$ cat config.mk
export PLATFORM = sky130hd
export DESIGN_NAME = utf8_byte_sanitizer
export DESIGN_NICKNAME = d
export VERILOG_FILES = /design/src/hw/rtl/utf8s_pkg.sv /design/src/hw/rtl/utf8s_decode.sv /design/src/hw/rtl/utf8_byte_sanitizer.sv
export SDC_FILE = /design/constraint.sdc
export NUM_CORES = 1
export LEC_CHECK = 0
export BUFFER_PORTS_ARGS = -buffer_cell sky130_fd_sc_hd__buf_2
export CORE_ASPECT_RATIO = 0.5
export CORE_UTILIZATION = 65
export DETAILED_ROUTE_END_ITERATION = 6
export PLACE_DENSITY = 0.85
export SYNTH_ARGS = -nofsm -noshare
export SYNTH_HDL_FRONTEND = slang
export SYNTH_HIERARCHICAL = 1
export SYNTH_SLANG_ARGS = --single-unit
export TNS_END_PERCENT = 20
$ cat constraint.sdc
create_clock -name clk -period 11.7 [get_ports clk]
set_clock_uncertainty 0.2 [all_clocks]
set_input_delay 0.585 -clock clk [delete_from_list [all_inputs] [get_ports clk]]
set_output_delay 0.585 -clock clk [all_outputs]
set_load 0.005 [all_outputs]
$ cat src/hw/rtl/utf8s_pkg.sv
// Shared types, constants and byte classification for the UTF-8 byte sanitiser.
`default_nettype none
package utf8s_pkg;

  localparam logic [7:0] ASCII_MAX  = 8'h7F;
  localparam logic [7:0] MASK_LEAD2 = 8'hE0;
  localparam logic [7:0] CODE_LEAD2 = 8'hC0;
  localparam logic [7:0] MASK_LEAD3 = 8'hF0;
  localparam logic [7:0] CODE_LEAD3 = 8'hE0;
  localparam logic [7:0] MASK_LEAD4 = 8'hF8;
  localparam logic [7:0] CODE_LEAD4 = 8'hF0;
  localparam logic [7:0] MASK_CONT  = 8'hC0;
  localparam logic [7:0] CODE_CONT  = 8'h80;

  // U+FFFD as UTF-8
  localparam logic [7:0] REPL_B0 = 8'hEF;
  localparam logic [7:0] REPL_B1 = 8'hBF;
  localparam logic [7:0] REPL_B2 = 8'hBD;

  localparam int unsigned NUM_SYM   = 4;
  localparam int unsigned NUM_HELD  = 3;

  // one symbol of a run: a literal byte or a replacement (three bytes)
  typedef struct packed {
    logic       rep;
    logic [7:0] lit;
  } sym_t;

  // all result bytes caused by one item
  typedef struct packed {
    sym_t [NUM_SYM-1:0] sym;
    logic [1:0]         last;   // index of the final symbol
    logic               eos;
  } run_t;

  typedef struct packed {
    logic [1:0] cnt;   // bytes held
    logic [2:0] slen;  // length announced by the held lead
  } hold_t;

  typedef logic [NUM_HELD-1:0][7:0] held_t;

  // 1 = ASCII, 2..4 = multi-byte lead, 0 = cannot lead
  function automatic logic [2:0] lead_len(input logic [7:0] b);
    logic [2:0] len;
    if (b <= ASCII_MAX)                     len = 3'd1;
    else if ((b & MASK_LEAD2) == CODE_LEAD2) len = 3'd2;
    else if ((b & MASK_LEAD3) == CODE_LEAD3) len = 3'd3;
    else if ((b & MASK_LEAD4) == CODE_LEAD4) len = 3'd4;
    else                                     len = 3'd0;
    return len;
  endfunction

  function automatic logic is_cont(input logic [7:0] b);
    return (b & MASK_CONT) == CODE_CONT;
  endfunction

endpackage
`default_nettype wire

$ cat src/hw/rtl/utf8s_decode.sv
// Per-item decode: next hold state and the run of result symbols.
`default_nettype none
module utf8s_decode
  import utf8s_pkg::*;
(
  input  wire logic [7:0] byte_i,
  input  wire logic       eos_i,
  input  wire hold_t      hold_i,
  input  wire held_t      held_i,
  output hold_t           hold_o,
  output held_t           held_o,
  output run_t            run_o,
  output logic            load_o
);

  logic [2:0] len;
  logic [2:0] cnt_inc;
  logic       cont;

  always_comb begin
    len     = lead_len(byte_i);
    cont    = is_cont(byte_i);
    cnt_inc = {1'b0, hold_i.cnt} + 3'd1;
    hold_o  = hold_i;
    held_o  = held_i;
    run_o   = '0;
    run_o.eos = eos_i;
    load_o  = 1'b0;

    if (hold_i.cnt != 2'd0 && cont) begin
      if (cnt_inc >= hold_i.slen) begin
        // sequence complete: held bytes then this one
        for (int i = 0; i < NUM_HELD; i++) begin
          if (3'(i) < {1'b0, hold_i.cnt}) begin
            run_o.sym[i].lit = held_i[i];
          end
        end
        run_o.sym[hold_i.cnt].lit = byte_i;
        run_o.last = hold_i.cnt;
        load_o     = 1'b1;
        hold_o     = '0;
      end else begin
        if (hold_i.cnt != 2'd3) begin
          held_o[hold_i.cnt] = byte_i;
        end
        hold_o.cnt = cnt_inc[1:0];
        if (eos_i) begin
          // cut short by end of string
          for (int i = 0; i < NUM_SYM; i++) begin
            run_o.sym[i].rep = (3'(i) < cnt_inc);
          end
          run_o.last = hold_i.cnt;
          load_o     = 1'b1;
          hold_o     = '0;
        end
      end
    end else begin
      // flush whatever is held, then treat this byte as a lead
      for (int i = 0; i < NUM_SYM; i++) begin
        run_o.sym[i].rep = (3'(i) < {1'b0, hold_i.cnt});
      end
      hold_o = '0;
      if (len == 3'd1) begin
        run_o.sym[hold_i.cnt].lit = byte_i;
        run_o.last = hold_i.cnt;
        load_o     = 1'b1;
      end else if (len == 3'd0 || eos_i) begin
        run_o.sym[hold_i.cnt].rep = 1'b1;
        run_o.last = hold_i.cnt;
        load_o     = 1'b1;
      end else begin
        held_o[0]   = byte_i;
        hold_o.cnt  = 2'd1;
        hold_o.slen = len;
        if (hold_i.cnt != 2'd0) begin
          run_o.last = hold_i.cnt - 2'd1;
          load_o     = 1'b1;
        end
      end
    end
  end

endmodule
`default_nettype wire

$ cat src/hw/rtl/utf8_byte_sanitizer.sv
// Top level of the UTF-8 byte sanitiser: hold state, run register and output sequencer.
// Streams bytes through, passing well-formed UTF-8 unchanged and replacing each byte that
// cannot lead or complete a sequence by EF BF BD (U+FFFD). A multi-byte sequence is held
// until complete; if a non-continuation byte or the end of the string breaks it, the lead
// and each held continuation each become EF BF BD and the breaking byte is taken as a new
// lead. Overlong forms and surrogates are not checked. Every item is decoded in the cycle
// it is accepted, and its result bytes are parked in a run register that feeds the output
// one byte per cycle while out_ready is high. Plain ASCII and held leads/continuations
// flow at one item per cycle while the output does not stall; an item yielding several
// bytes (up to 12) holds the output port until its last byte is taken, and the next item
// is accepted in the cycle that byte is taken. out_run_last marks the last byte of an
// item's run, out_string_done the last byte of a string. No clearing pass after reset.
`default_nettype none
module utf8_byte_sanitizer
  import utf8s_pkg::*;
(
  input  wire logic       clk,
  input  wire logic       rst_n,
  input  wire logic       in_valid,
  output logic            in_ready,
  input  wire logic [7:0] in_byte,
  input  wire logic       in_end_of_string,
  output logic            out_valid,
  input  wire logic       out_ready,
  output logic [7:0]      out_byte,
  output logic            out_run_last,
  output logic            out_string_done
);

  // hold state: bytes of an unfinished sequence
  hold_t hold_r, hold_nxt;
  held_t held_r, held_nxt;

  // run register and read pointer
  run_t       run_r, run_nxt, run_dec;
  logic       run_valid_r, run_valid_nxt;
  logic [1:0] sym_idx_r, sym_idx_nxt;
  logic [1:0] sub_r, sub_nxt;      // byte within a replacement
  logic       load;

  sym_t cur_sym;
  logic last_of_sym, last_of_run;
  logic fire_in, fire_out, run_done;

  utf8s_decode u_dec (
    .byte_i (in_byte),
    .eos_i  (in_end_of_string),
    .hold_i (hold_r),
    .held_i (held_r),
    .hold_o (hold_nxt),
    .held_o (held_nxt),
    .run_o  (run_dec),
    .load_o (load)
  );

  // --- output side ---
  always_comb begin
    cur_sym     = run_r.sym[sym_idx_r];
    last_of_sym = !cur_sym.rep || (sub_r == 2'd2);
    last_of_run = last_of_sym && (sym_idx_r == run_r.last);
    case (sub_r)
      2'd0:    out_byte = cur_sym.rep ? REPL_B0 : cur_sym.lit;
      2'd1:    out_byte = REPL_B1;
      default: out_byte = REPL_B2;
    endcase
  end

  assign out_valid       = run_valid_r;
  assign out_run_last    = last_of_run;
  assign out_string_done = last_of_run && run_r.eos;

  assign fire_out = out_valid && out_ready;
  assign run_done = fire_out && last_of_run;
  // next item may enter as the current run's last byte leaves
  assign in_ready = !run_valid_r || run_done;
  assign fire_in  = in_valid && in_ready;

  // --- sequencer next state ---
  always_comb begin
    run_nxt       = run_r;
    run_valid_nxt = run_valid_r;
    sym_idx_nxt   = sym_idx_r;
    sub_nxt       = sub_r;
    if (fire_in && load) begin
      run_nxt       = run_dec;
      run_valid_nxt = 1'b1;
      sym_idx_nxt   = 2'd0;
      sub_nxt       = 2'd0;
    end else if (run_done) begin
      run_valid_nxt = 1'b0;
    end else if (fire_out) begin
      if (last_of_sym) begin
        sym_idx_nxt = sym_idx_r + 2'd1;
        sub_nxt     = 2'd0;
      end else begin
        sub_nxt = sub_r + 2'd1;
      end
    end
  end

  always_ff @(posedge clk) begin
    if (!rst_n) begin
      hold_r      <= '0;
      run_valid_r <= 1'b0;
      sym_idx_r   <= 2'd0;
      sub_r       <= 2'd0;
    end else begin
      if (fire_in) begin
        hold_r <= hold_nxt;
      end
      run_valid_r <= run_valid_nxt;
      sym_idx_r   <= sym_idx_nxt;
      sub_r       <= sub_nxt;
    end
  end

  // payload, no reset
  always_ff @(posedge clk) begin
    if (fire_in) begin
      held_r <= held_nxt;
    end
    run_r <= run_nxt;
  end

endmodule
`default_nettype wire

# Word level (Yosys, flattened, before mapping)

Index checks and enable logic that the tools add are counted.

Input port bits: 13
Bits in registers: 73
Word-level logic and storage cells: 139
Output and inout bits: 12

Add/sub/neg operators: 4
Reduce and logical (&&, ||, !) cells: 23
Magnitude comparators: 12
Equal/unequal tests: 14
Multiplexer cells: 65
Bitwise operators: 3

Operators by type and width:

| kind                                                           | count |
|---|---|
| 2-to-1 mux 8 bit                                               | 21 |
| bitwise mux 36 bit                                             | 3 |
| 2-to-1 mux 38 bit                                              | 2 |
| demux 9 bit (select 2 bit)                                     | 2 |
| 2-to-1 mux 36 bit                                              | 1 |
| bitwise mux 24 bit                                             | 1 |
| 2-to-1 mux 5 bit                                               | 4 |
| binary-select mux 9 bit (select 2 bit)                         | 1 |
| 2-to-1 mux 9 bit                                               | 2 |
| demux 8 bit (select 2 bit)                                     | 1 |
| 2-to-1 mux 1 bit                                               | 16 |
| case mux 8 bit (2 select lines)                                | 1 |
| 2-to-1 mux 3 bit                                               | 4 |
| 2-to-1 mux 2 bit                                               | 5 |
| less-or-equal comparator 8 x 7 -> 1 bit, second input constant | 1 |
| logical AND 1 bit                                              | 8 |
| < comparator 1 x 3 -> 1 bit, first input constant              | 2 |
| < comparator 2 x 3 -> 1 bit, first input constant              | 2 |
| < comparator 2 x 3 -> 1 bit, second input constant             | 2 |
| inequality test 2 bit, second input constant                   | 3 |
| == test 5 bit, second input constant                           | 1 |
| AND reduction 5 bit                                            | 1 |
| adder 2 x 1 -> 2 bit, second input constant                    | 2 |
| == test 2 bit, second input constant                           | 2 |
| 24 further kinds                                               | 33 |

# Longest topological paths before layout

Gate-level depths: netlist (run 1).

Word-level depth: 12
Depth in mapped cells: 11

# Hierarchy

Netlist (run 1), hierarchy kept.

Modules (own cells, without submodules):

| module              | cells an instance | sequential area each (µm²) | area each (µm²) | times used |
|---|---|---|---|---|
| utf8_byte_sanitizer | 157               | 2092.0                     | 2822.7          | 1 |
| utf8s_decode        | 137               | 0.0                        | 1147.4          | 1 |

# Worst setup path after synthesis (run 1)

Ideal clock, no wire load.

Kind: reg2reg
Start: register hold_r[3] (netlist bit)
End: register run_r[0] (netlist bit), enable pin
Data arrival time: 3.472 ns
Setup slack: 7.588 ns
Cell stages (with the launch flop): 9
Cell sequence: dfxtp_1 -> inv_1 -> ha_1 -> ha_1 -> a31o_2 -> nor3_4 -> a21oi_1 -> nand2_1 -> nor2b_1

Word-level cells in the longest chain between the ends: 6

Ends and longest elaborated chain:

| what                                                                         | RTL line                   | source |
|---|---|---|
| start, declared                                                              | utf8_byte_sanitizer.sv:31  | `hold_t hold_r, hold_nxt;` |
| start signal, assigned                                                       | utf8_byte_sanitizer.sv:109 | `hold_r <= hold_nxt;` |
| parallel branches: the longest is 4 deep, another holds adder 2 x 1 -> 3 bit | n/a                        |  |
| 2-to-1 mux 1 bit *                                                           | utf8s_decode.sv:30         | `if (hold_i.cnt != 2'd0 && cont) begin` |
| via load                                                                     | utf8_byte_sanitizer.sv:39  | `logic load;` |
| logical AND 1 bit *                                                          | utf8_byte_sanitizer.sv:84  | `if (fire_in && load) begin` |
| end signal, assigned                                                         | utf8_byte_sanitizer.sv:122 | `run_r <= run_nxt;` |
| end, declared                                                                | utf8_byte_sanitizer.sv:35  | `run_t run_r, run_nxt, run_dec;` |

Mark *: on every way through the listed nets, which the timed path passes.
A chain may end at the register's enable or synchronous reset.

# Worst setup path in the final report (run 1)

Start: register sym_idx_r[0]
End: output port out_byte[3]

Word-level cells in the longest chain between the ends: 4

Ends and longest elaborated chain:

| what                                   | RTL line                   | source |
|---|---|---|
| start, declared                        | utf8_byte_sanitizer.sv:37  | `logic [1:0] sym_idx_r, sym_idx_nxt;` |
| start signal, assigned                 | utf8_byte_sanitizer.sv:112 | `sym_idx_r <= sym_idx_nxt;` |
| binary-select mux 9 bit (select 2 bit) | utf8_byte_sanitizer.sv:58  | `cur_sym = run_r.sym[sym_idx_r];` |
| 2-to-1 mux 9 bit (not written as such) | utf8_byte_sanitizer.sv:58  |  |
| 2-to-1 mux 8 bit                       | utf8_byte_sanitizer.sv:62  | `2'd0: out_byte = cur_sym.rep ? REPL_B0 : cur_sym.lit;` |
| case mux 8 bit (2 select lines)        | utf8_byte_sanitizer.sv:61  | `case (sub_r)` |
| end, declared                          | utf8_byte_sanitizer.sv:25  | `output logic [7:0] out_byte,` |

No other way between the ends. The select of a mux whose other input is x is not followed.

==> results by group, run 1 <==
Status
  • Outcome: completed

Min path
  • Class of the tightest hold or removal check: flip-flop to flip-flop

Drt
  • WL met1: 3886 um
  • Met2 WL post-DR: 4023 um
  • Via count: 2671
  • Routed WL per cell: 23.21 um
  • Final ANT Viol Nets: 0
  • 1st-iter DRT viols: 515
  • Detailed Routing Iterations Pass 1: 6
  • WL final: 9075 um
  • Met3 wire length: 1004 um
  • # DRC: 0
  • Vias/cell: 6.831
  • Top Layer Used: met4

STA
  • Final worst-path setup slack: 8028 ps
  • Fin crit share: 31.39%
  • Slew Viols, Final: 0
  • Tmin final: 3672 ps
  • Slew Limit Headroom: 31.33%
  • Hold Vio Cnt, Final: 0
  • Setup_tns: 0 ps
  • RSZ-0062 raised after global routing: false
  • Fmax achieved: 0.2723 GHz
  • Final setup violation count: 0
  • Measured slew at the worst slew-check pin: 1028 ps

Power and ir drop
  • Internal: 0.0004885 W
  • P_sw: 0.0001472 W
  • Switching share of power: 23.16%
  • Clock power share: 42.2%
  • Static leakage: 1.626 nW
  • P per Cell Area: 145.7 mW/mm2
  • Max IR drop VDD: 0.1332 mV
  • Gate power share: 8.8%
  • Flop pwr share: 49.0%

Finish
  • Layout cell share with drive strength beyond 1: 26.73%
  • # nets final: 337
  • Area Growth Syn to Fin: 9.864%
  • Ant. Diodes: 0
  • Fillers: 341
  • Seq. cell area: 0.002092 mm2
  • Area of the multi-input gates: 0.001723 mm2

Synth
  • Cell taking the most area after synthesis: edfxtp_1
  • Most frequent cell after synthesis: edfxtp_1
  • Mapped Cells: 294
  • Ys async rst share: 0%
  • Unique cell type count in the Yosys netlist: 62
  • Post-synth top cells: edfxtp_1, nand2_1, mux2_2
  • Yosys warnings: 6
  • Top_reg_cell synth: edfxtp_1
  • Post-Syn Nets: 318
  • Register bit total from synthesis: 73
  • Seq/Total Area, Yosys: 52.69%
  • Post-synth EDFFs: 63
  • Synth area leaders: edfxtp_1, dfxtp_1, mux2_2
  • Avg Cell Area, Syn: 13.50 um2
  • Cell Area, Synth: 0.003970 mm2
  • Post-synth top area share: 47.65%

Setup path
  • CP endpoint kind: output pin
  • WP data arrival: 2890 ps
  • Worst Setup Path Type: flip-flop to output pin
  • Startpoint types: flip-flop
  • Reg-to-reg slack, setup: 8140 ps
  • Critical Path RT: 10920 ps
  • Crit-path max FO: 14

Floorplanning
  • Row cnt: 19
  • Overall die height: 57.26 um
  • Die Wd: 112.5 um
  • I/O pins: 25
  • CORE AREA: 0.005682 mm2
  • Starting Density: 69.87%
  • DIE AREA: 0.006443 mm2

GRT
  • Initial antenna violation count: 0
  • Number of global-route vias before repair: 2572
  • Grt total ovfl: 0
  • Pin count of the biggest net entering global routing: 40
  • Gr usage total: 32.18%
  • First-pass GRT wire length: 14580 um

Placement
  • HPWL Detailed: 6432 um
  • GPL Wtd Cong: 0.9023
  • Setup slack at placement: 8231 ps
  • IO buf count: 24

Clock network
  • Num CTS Buffers: 9
  • TritonCTS clock tree: done
  • Skew-Pair Late Insertion Delay: 340 ps
  • CTS max path bufs: 2
  • H-tree depth: 3
  • CTS Root Cell: clkbuf_16
  • Hold Buf Count CTS: 0
  • Setup Buffers After CTS: 0
  • Cts repair resizes: 0
  • Clock slew seen by the registers of the worst setup and hold paths: 60 ps
  • CTS sink count: 73

Run
  • Max-cap viol count: 0
## metal layers
metal | vias to the layer above | track usage, %
li1 | 1190 | -
met5 | - | 0
met1 | 1314 | 44.69
met3 | 17 | 11.48
met4 | 0 | 11.24
met2 | 150 | 47.74
## area by class of cell
class	instances	area share [%]
Sequential cell	73	47.96
Multi-Input combinational cell	195	39.50
Clock buffer	9	5.164
Timing Repair Buffer	25	2.926
Tap cell	73	2.094
Clock inverter	7	1.578
Inverter	9	0.7745
## registers in the layout (all words and copies together), names as in the netlist
signal and cells:
held_r 24, sym_idx_r 2, out_valid 1, run_r 39, sub_r 2, hold_r 5
## worst max-delay path, cell delays in order, from the launching register on
cell and delay, ps:
dfxtp_1 900, mux2i_4 410, mux2i_1 180, nor3b_1 740, nand2b_1 150, buf_2 170
## logic make-up after synthesis
| family | share of synthesized area, % |
|---|---|
| xor gates and xnor gates | 0.4413 |
| adders and majority gates | 3.467 |
| muxes | 12.01 |
| DFF | 52.69 |
| AOI/OAI and AO/OA | 13.93 |
| and+or+nand+nor | 13.36 |
| buffers and inverters | 4.097 |
## worst paths after layout
path                        startpoint                     end  cells past startpoint
max          sym_idx_r[0]$_SDFFE_PP0P_             out_byte[3]                      5
max reg2reg     hold_r[3]$_SDFFE_PN0P_     run_r[24]$_DFFE_PP_                      8
min             hold_r[1]$_SDFFE_PN0P_  hold_r[1]$_SDFFE_PN0P_                      2
min reg2reg     hold_r[1]$_SDFFE_PN0P_  hold_r[1]$_SDFFE_PN0P_                      2
## power by group through the flow
stage / logic (W) / registers (W) / clock network (W)
6_report: 0.0000557 / 0.000312 / 0.000268
5_1_grt: 0.0000606 / 0.000313 / 0.000282
4_1_cts: 0.0000555 / 0.000312 / 0.000272
3_5_place_dp: 0.0000547 / 0.000316 / 0
3_3_place_gp: 0.0000524 / 0.000314 / 0
2_1_floorplan: 0.0000401 / 0.000312 / 0
## cells in the final DEF, fill, tap and decap left out, types with 7 or more instances in the layout
cell,Yosys,final
edfxtp_1,63,63
nand2b_1,11,11
a32o_1,14,14
dfxtp_1,10,10
nand2_1,27,27
a22o_1,10,10
nand3_1,7,7
mux2_2,17,17
ha_1,11,11
and3_1,10,10
inv_1,9,9
clkbuf_16,0,9
mux4_2,8,8
buf_2,3,24
## metrics by stage
| step | util, % | instances | total power, W | hold WS (ps) | area, um2 |
|---|---|---|---|---|---|
| 3_5_place_dp | 71.59 | 375 | 0.0003708 | 281.8 | 4068 |
| 4_1_cts | 76.77 | 391 | 0.0006394 | 289.6 | 4362 |
| 6_report | 76.77 | 391 | 0.0006357 | 285.8 | 4362 |
| 3_3_place_gp | 71.59 | 375 | 0.0003668 | 264.0 | 4068 |
| 5_1_grt | 76.77 | 391 | 0.0006562 | 335.7 | 4362 |
| 2_1_floorplan | - | 294 | 0.0003519 | 248.0 | 3970 |
No activity file was read; power rests on OpenSTA's default activity.
==> run 2: changes to the inputs <==
Settings changed: CORE_UTILIZATION 65 to 55, PLACE_DENSITY 0.85 to 0.76.
Clock period 11.7 ns to 3.3 ns, I/O delays scaled along.
==> results by group, run 2 (synthesized netlist as in run 1, its figures left out) <==
Floorplanning
  • DIE AREA: 0.007582 mm2 (+18%)
  • CORE AREA: 0.006832 mm2 (+20%)
  • Row cnt: 21 (+2)
  • Overall die height: 62.08 um (+8.4%)
  • I/O pins: 25 (unchanged)
  • Die Wd: 122.2 um (+8.6%)
  • Starting Density: 58.11% (-12 points)

Power and ir drop
  • Static leakage: 1.665 nW (+2.4%)
  • Max IR drop VDD: 0.2602 mV (+95%)
  • P per Cell Area: 503.0 mW/mm2 (+250%)

Finish
  • Biggest register: run_r
  • Max FFs per register: 39 (unchanged)
  • Most common cell after layout, fill and taps aside: edfxtp_1
  • Largest registers: run_r (39), held_r (24), hold_r (5)
  • Fillers: 514 (+51%)
  • Area Growth Syn to Fin: 12.10%
  • # nets final: 344 (+2.1%)
  • Area of the multi-input gates: 0.001723 mm2 (unchanged)
  • Ant. Diodes: 0 (unchanged)
  • Fin area: 0.004451 mm2 (+2.0%)
  • Layout cell share with drive strength beyond 1: 27.08% (+0.35 points)
  • Commonest cells after routing, fill and taps aside: edfxtp_1, nand2_1, buf_2
  • Seq. cell area: 0.002092 mm2 (unchanged)

Run
  • Max-cap viol count: 0 (unchanged)

STA
  • Fmax achieved: 0.3470 GHz
  • Slew Limit Headroom: 48.08% (+17 points)
  • Final setup violation count: 0 (unchanged)
  • Setup_tns: 0 ps (unchanged)
  • Tmin final: 2882 ps
  • Hold Vio Cnt, Final: 0 (unchanged)
  • Slew Viols, Final: 0 (unchanged)
  • Fin crit share: 87.33%
  • RSZ-0062 raised after global routing: false
  • Measured slew at the worst slew-check pin: 778.8 ps (-249.0 ps)

Clock network
  • Hold Buf Count CTS: 3 (+3)
  • CTS Root Cell: clkbuf_16
  • Clock slew seen by the registers of the worst setup and hold paths: 50 ps (about the same)
  • Setup Buffers After CTS: 0 (unchanged)
  • CTS max path bufs: 2 (unchanged)
  • Skew-Pair Late Insertion Delay: 330 ps (about the same)
  • CTS sink count: 73 (unchanged)
  • H-tree depth: 3 (unchanged)
  • TritonCTS clock tree: done
  • Num CTS Buffers: 9 (unchanged)
  • Cts repair resizes: 0 (unchanged)

GRT
  • Number of global-route vias before repair: 2350 (-8.6%)
  • Initial antenna violation count: 0 (unchanged)
  • Grt total ovfl: 0 (unchanged)
  • Gr usage total: 24.38% (-7.8 points)
  • Met2 Track Usage GR: 34.22% (-14 points)
  • GRT busiest layer: met1
  • First-pass GRT wire length: 12890 um (-12%)
  • M3 GR Usage: 7.664% (-3.8 points)
  • Pin count of the biggest net entering global routing: 40 (unchanged)
  • Met1 Resource Use GR: 36.40% (-8.3 points)

Setup path
  • Largest stage delay, worst path: 460 ps (-440 ps)
  • Crit path buf inv count: 2 (+1)
  • Worst setup path startpoint: hold_r[3]$_SDFFE_PN0P_
  • Delay-heaviest family, CP: adder cells
  • Critical path cell sequence: inv_1 > ha_1 > ha_1 > a31o_2 > nor3_4 > a21oi_1 > nand2_1 > nor2b_4 > buf_12
  • Crit-path max FO: 39 (+25)
  • CP max stage cell: dfxtp_1
  • CP dominant cell by count: ha_1
  • Reg-to-reg slack, setup: 420 ps (-7720 ps)
  • Worst Setup Path Type: flip-flop to flip-flop
  • WP data arrival: 2700 ps (-190 ps)
  • Critical Path RT: 3120 ps (-7800 ps)
  • Startpoint types: flip-flop
  • CP endpoint kind: flip-flop
  • Worst r2r src: hold_r[3]$_SDFFE_PN0P_

Drt
  • Via count: 2604 (-2.5%)
  • Routed WL per cell: 20.63 um (-11%)
  • WL final: 8601 um (-5.2%)
  • 1st-iter DRT viols: 351 (-32%)
  • Detailed Routing Iterations Pass 1: 5 (-1)
  • # DRC: 0 (unchanged)
  • Final ANT Viol Nets: 0 (unchanged)
  • Vias/cell: 6.245 (-8.6%)

Placement
  • HPWL Detailed: 5947 um (-7.5%)
  • Placed Area: 0.004134 mm2 (+1.6%)
  • IO buf count: 24 (unchanged)
  • GPL Wtd Cong: 0.8182 (-9.3%)

Min path
  • Hold Crit Start: in_byte[1]
  • Class of the tightest hold or removal check: input port to flip-flop

Status
  • Outcome: completed
run 2: per-stage QoR:
| step | instances | total power, W | util, % | hold WS [ps] | setup slack (ps) |
|---|---|---|---|---|---|
| after floorplan | 294 | 0.001248 | - | 113.9 | 340.3 |
| after global placement | 398 | 0.001304 | 60.51 | 262.5 | 552.0 |
| after detailed placement | 398 | 0.001317 | 60.51 | 282.6 | 462.8 |
| after CTS | 417 | 0.002245 | 65.15 | 21.46 | 410.4 |
| after global routing | 417 | 0.002308 | 65.15 | 36.87 | 206.3 |
| final | 417 | 0.002239 | 65.15 | 33.88 | 418.2 |
run 2: routing by layer:
layer / wire length (um) / vias up
li1: - / 1206
met1: 4116 / 1259
met2: 3591 / 123
met3: 767 / 16
met4: 126 / 0
met5: 0 / -
run 2: power by group:
group | leakage, nW | switching (W) | total (W) | internal (W)
Sequential | 0.696 | 0.0000309 | 0.00110 | 0.00107
Clock | 0.144 | 0.000358 | 0.000934 | 0.000576
Combinational | 0.825 | 0.000119 | 0.000204 | 0.0000850
Total | 1.66 | 0.000508 | 0.00224 | 0.00173
run 2: area by class of cell:
cell class                      instances  area share, %
Clock buffer                            9          5.060
Clock inverter                          7          1.378
Inverter                                9         0.7591
Multi-Input combinational cell        195          38.71
Sequential cell                        73          47.01
Tap cell                               92          2.586
Timing Repair Buffer                   32          4.498
run 2: worst paths after layout:
path / cells after the start / end
worst min-delay path: 2 / run_r[4]$_DFFE_PP_
worst max register to register: 9 / run_r[26]$_DFFE_PP_
worst min register to register: 2 / hold_r[1]$_SDFFE_PN0P_
worst max-delay path: 9 / run_r[26]$_DFFE_PP_
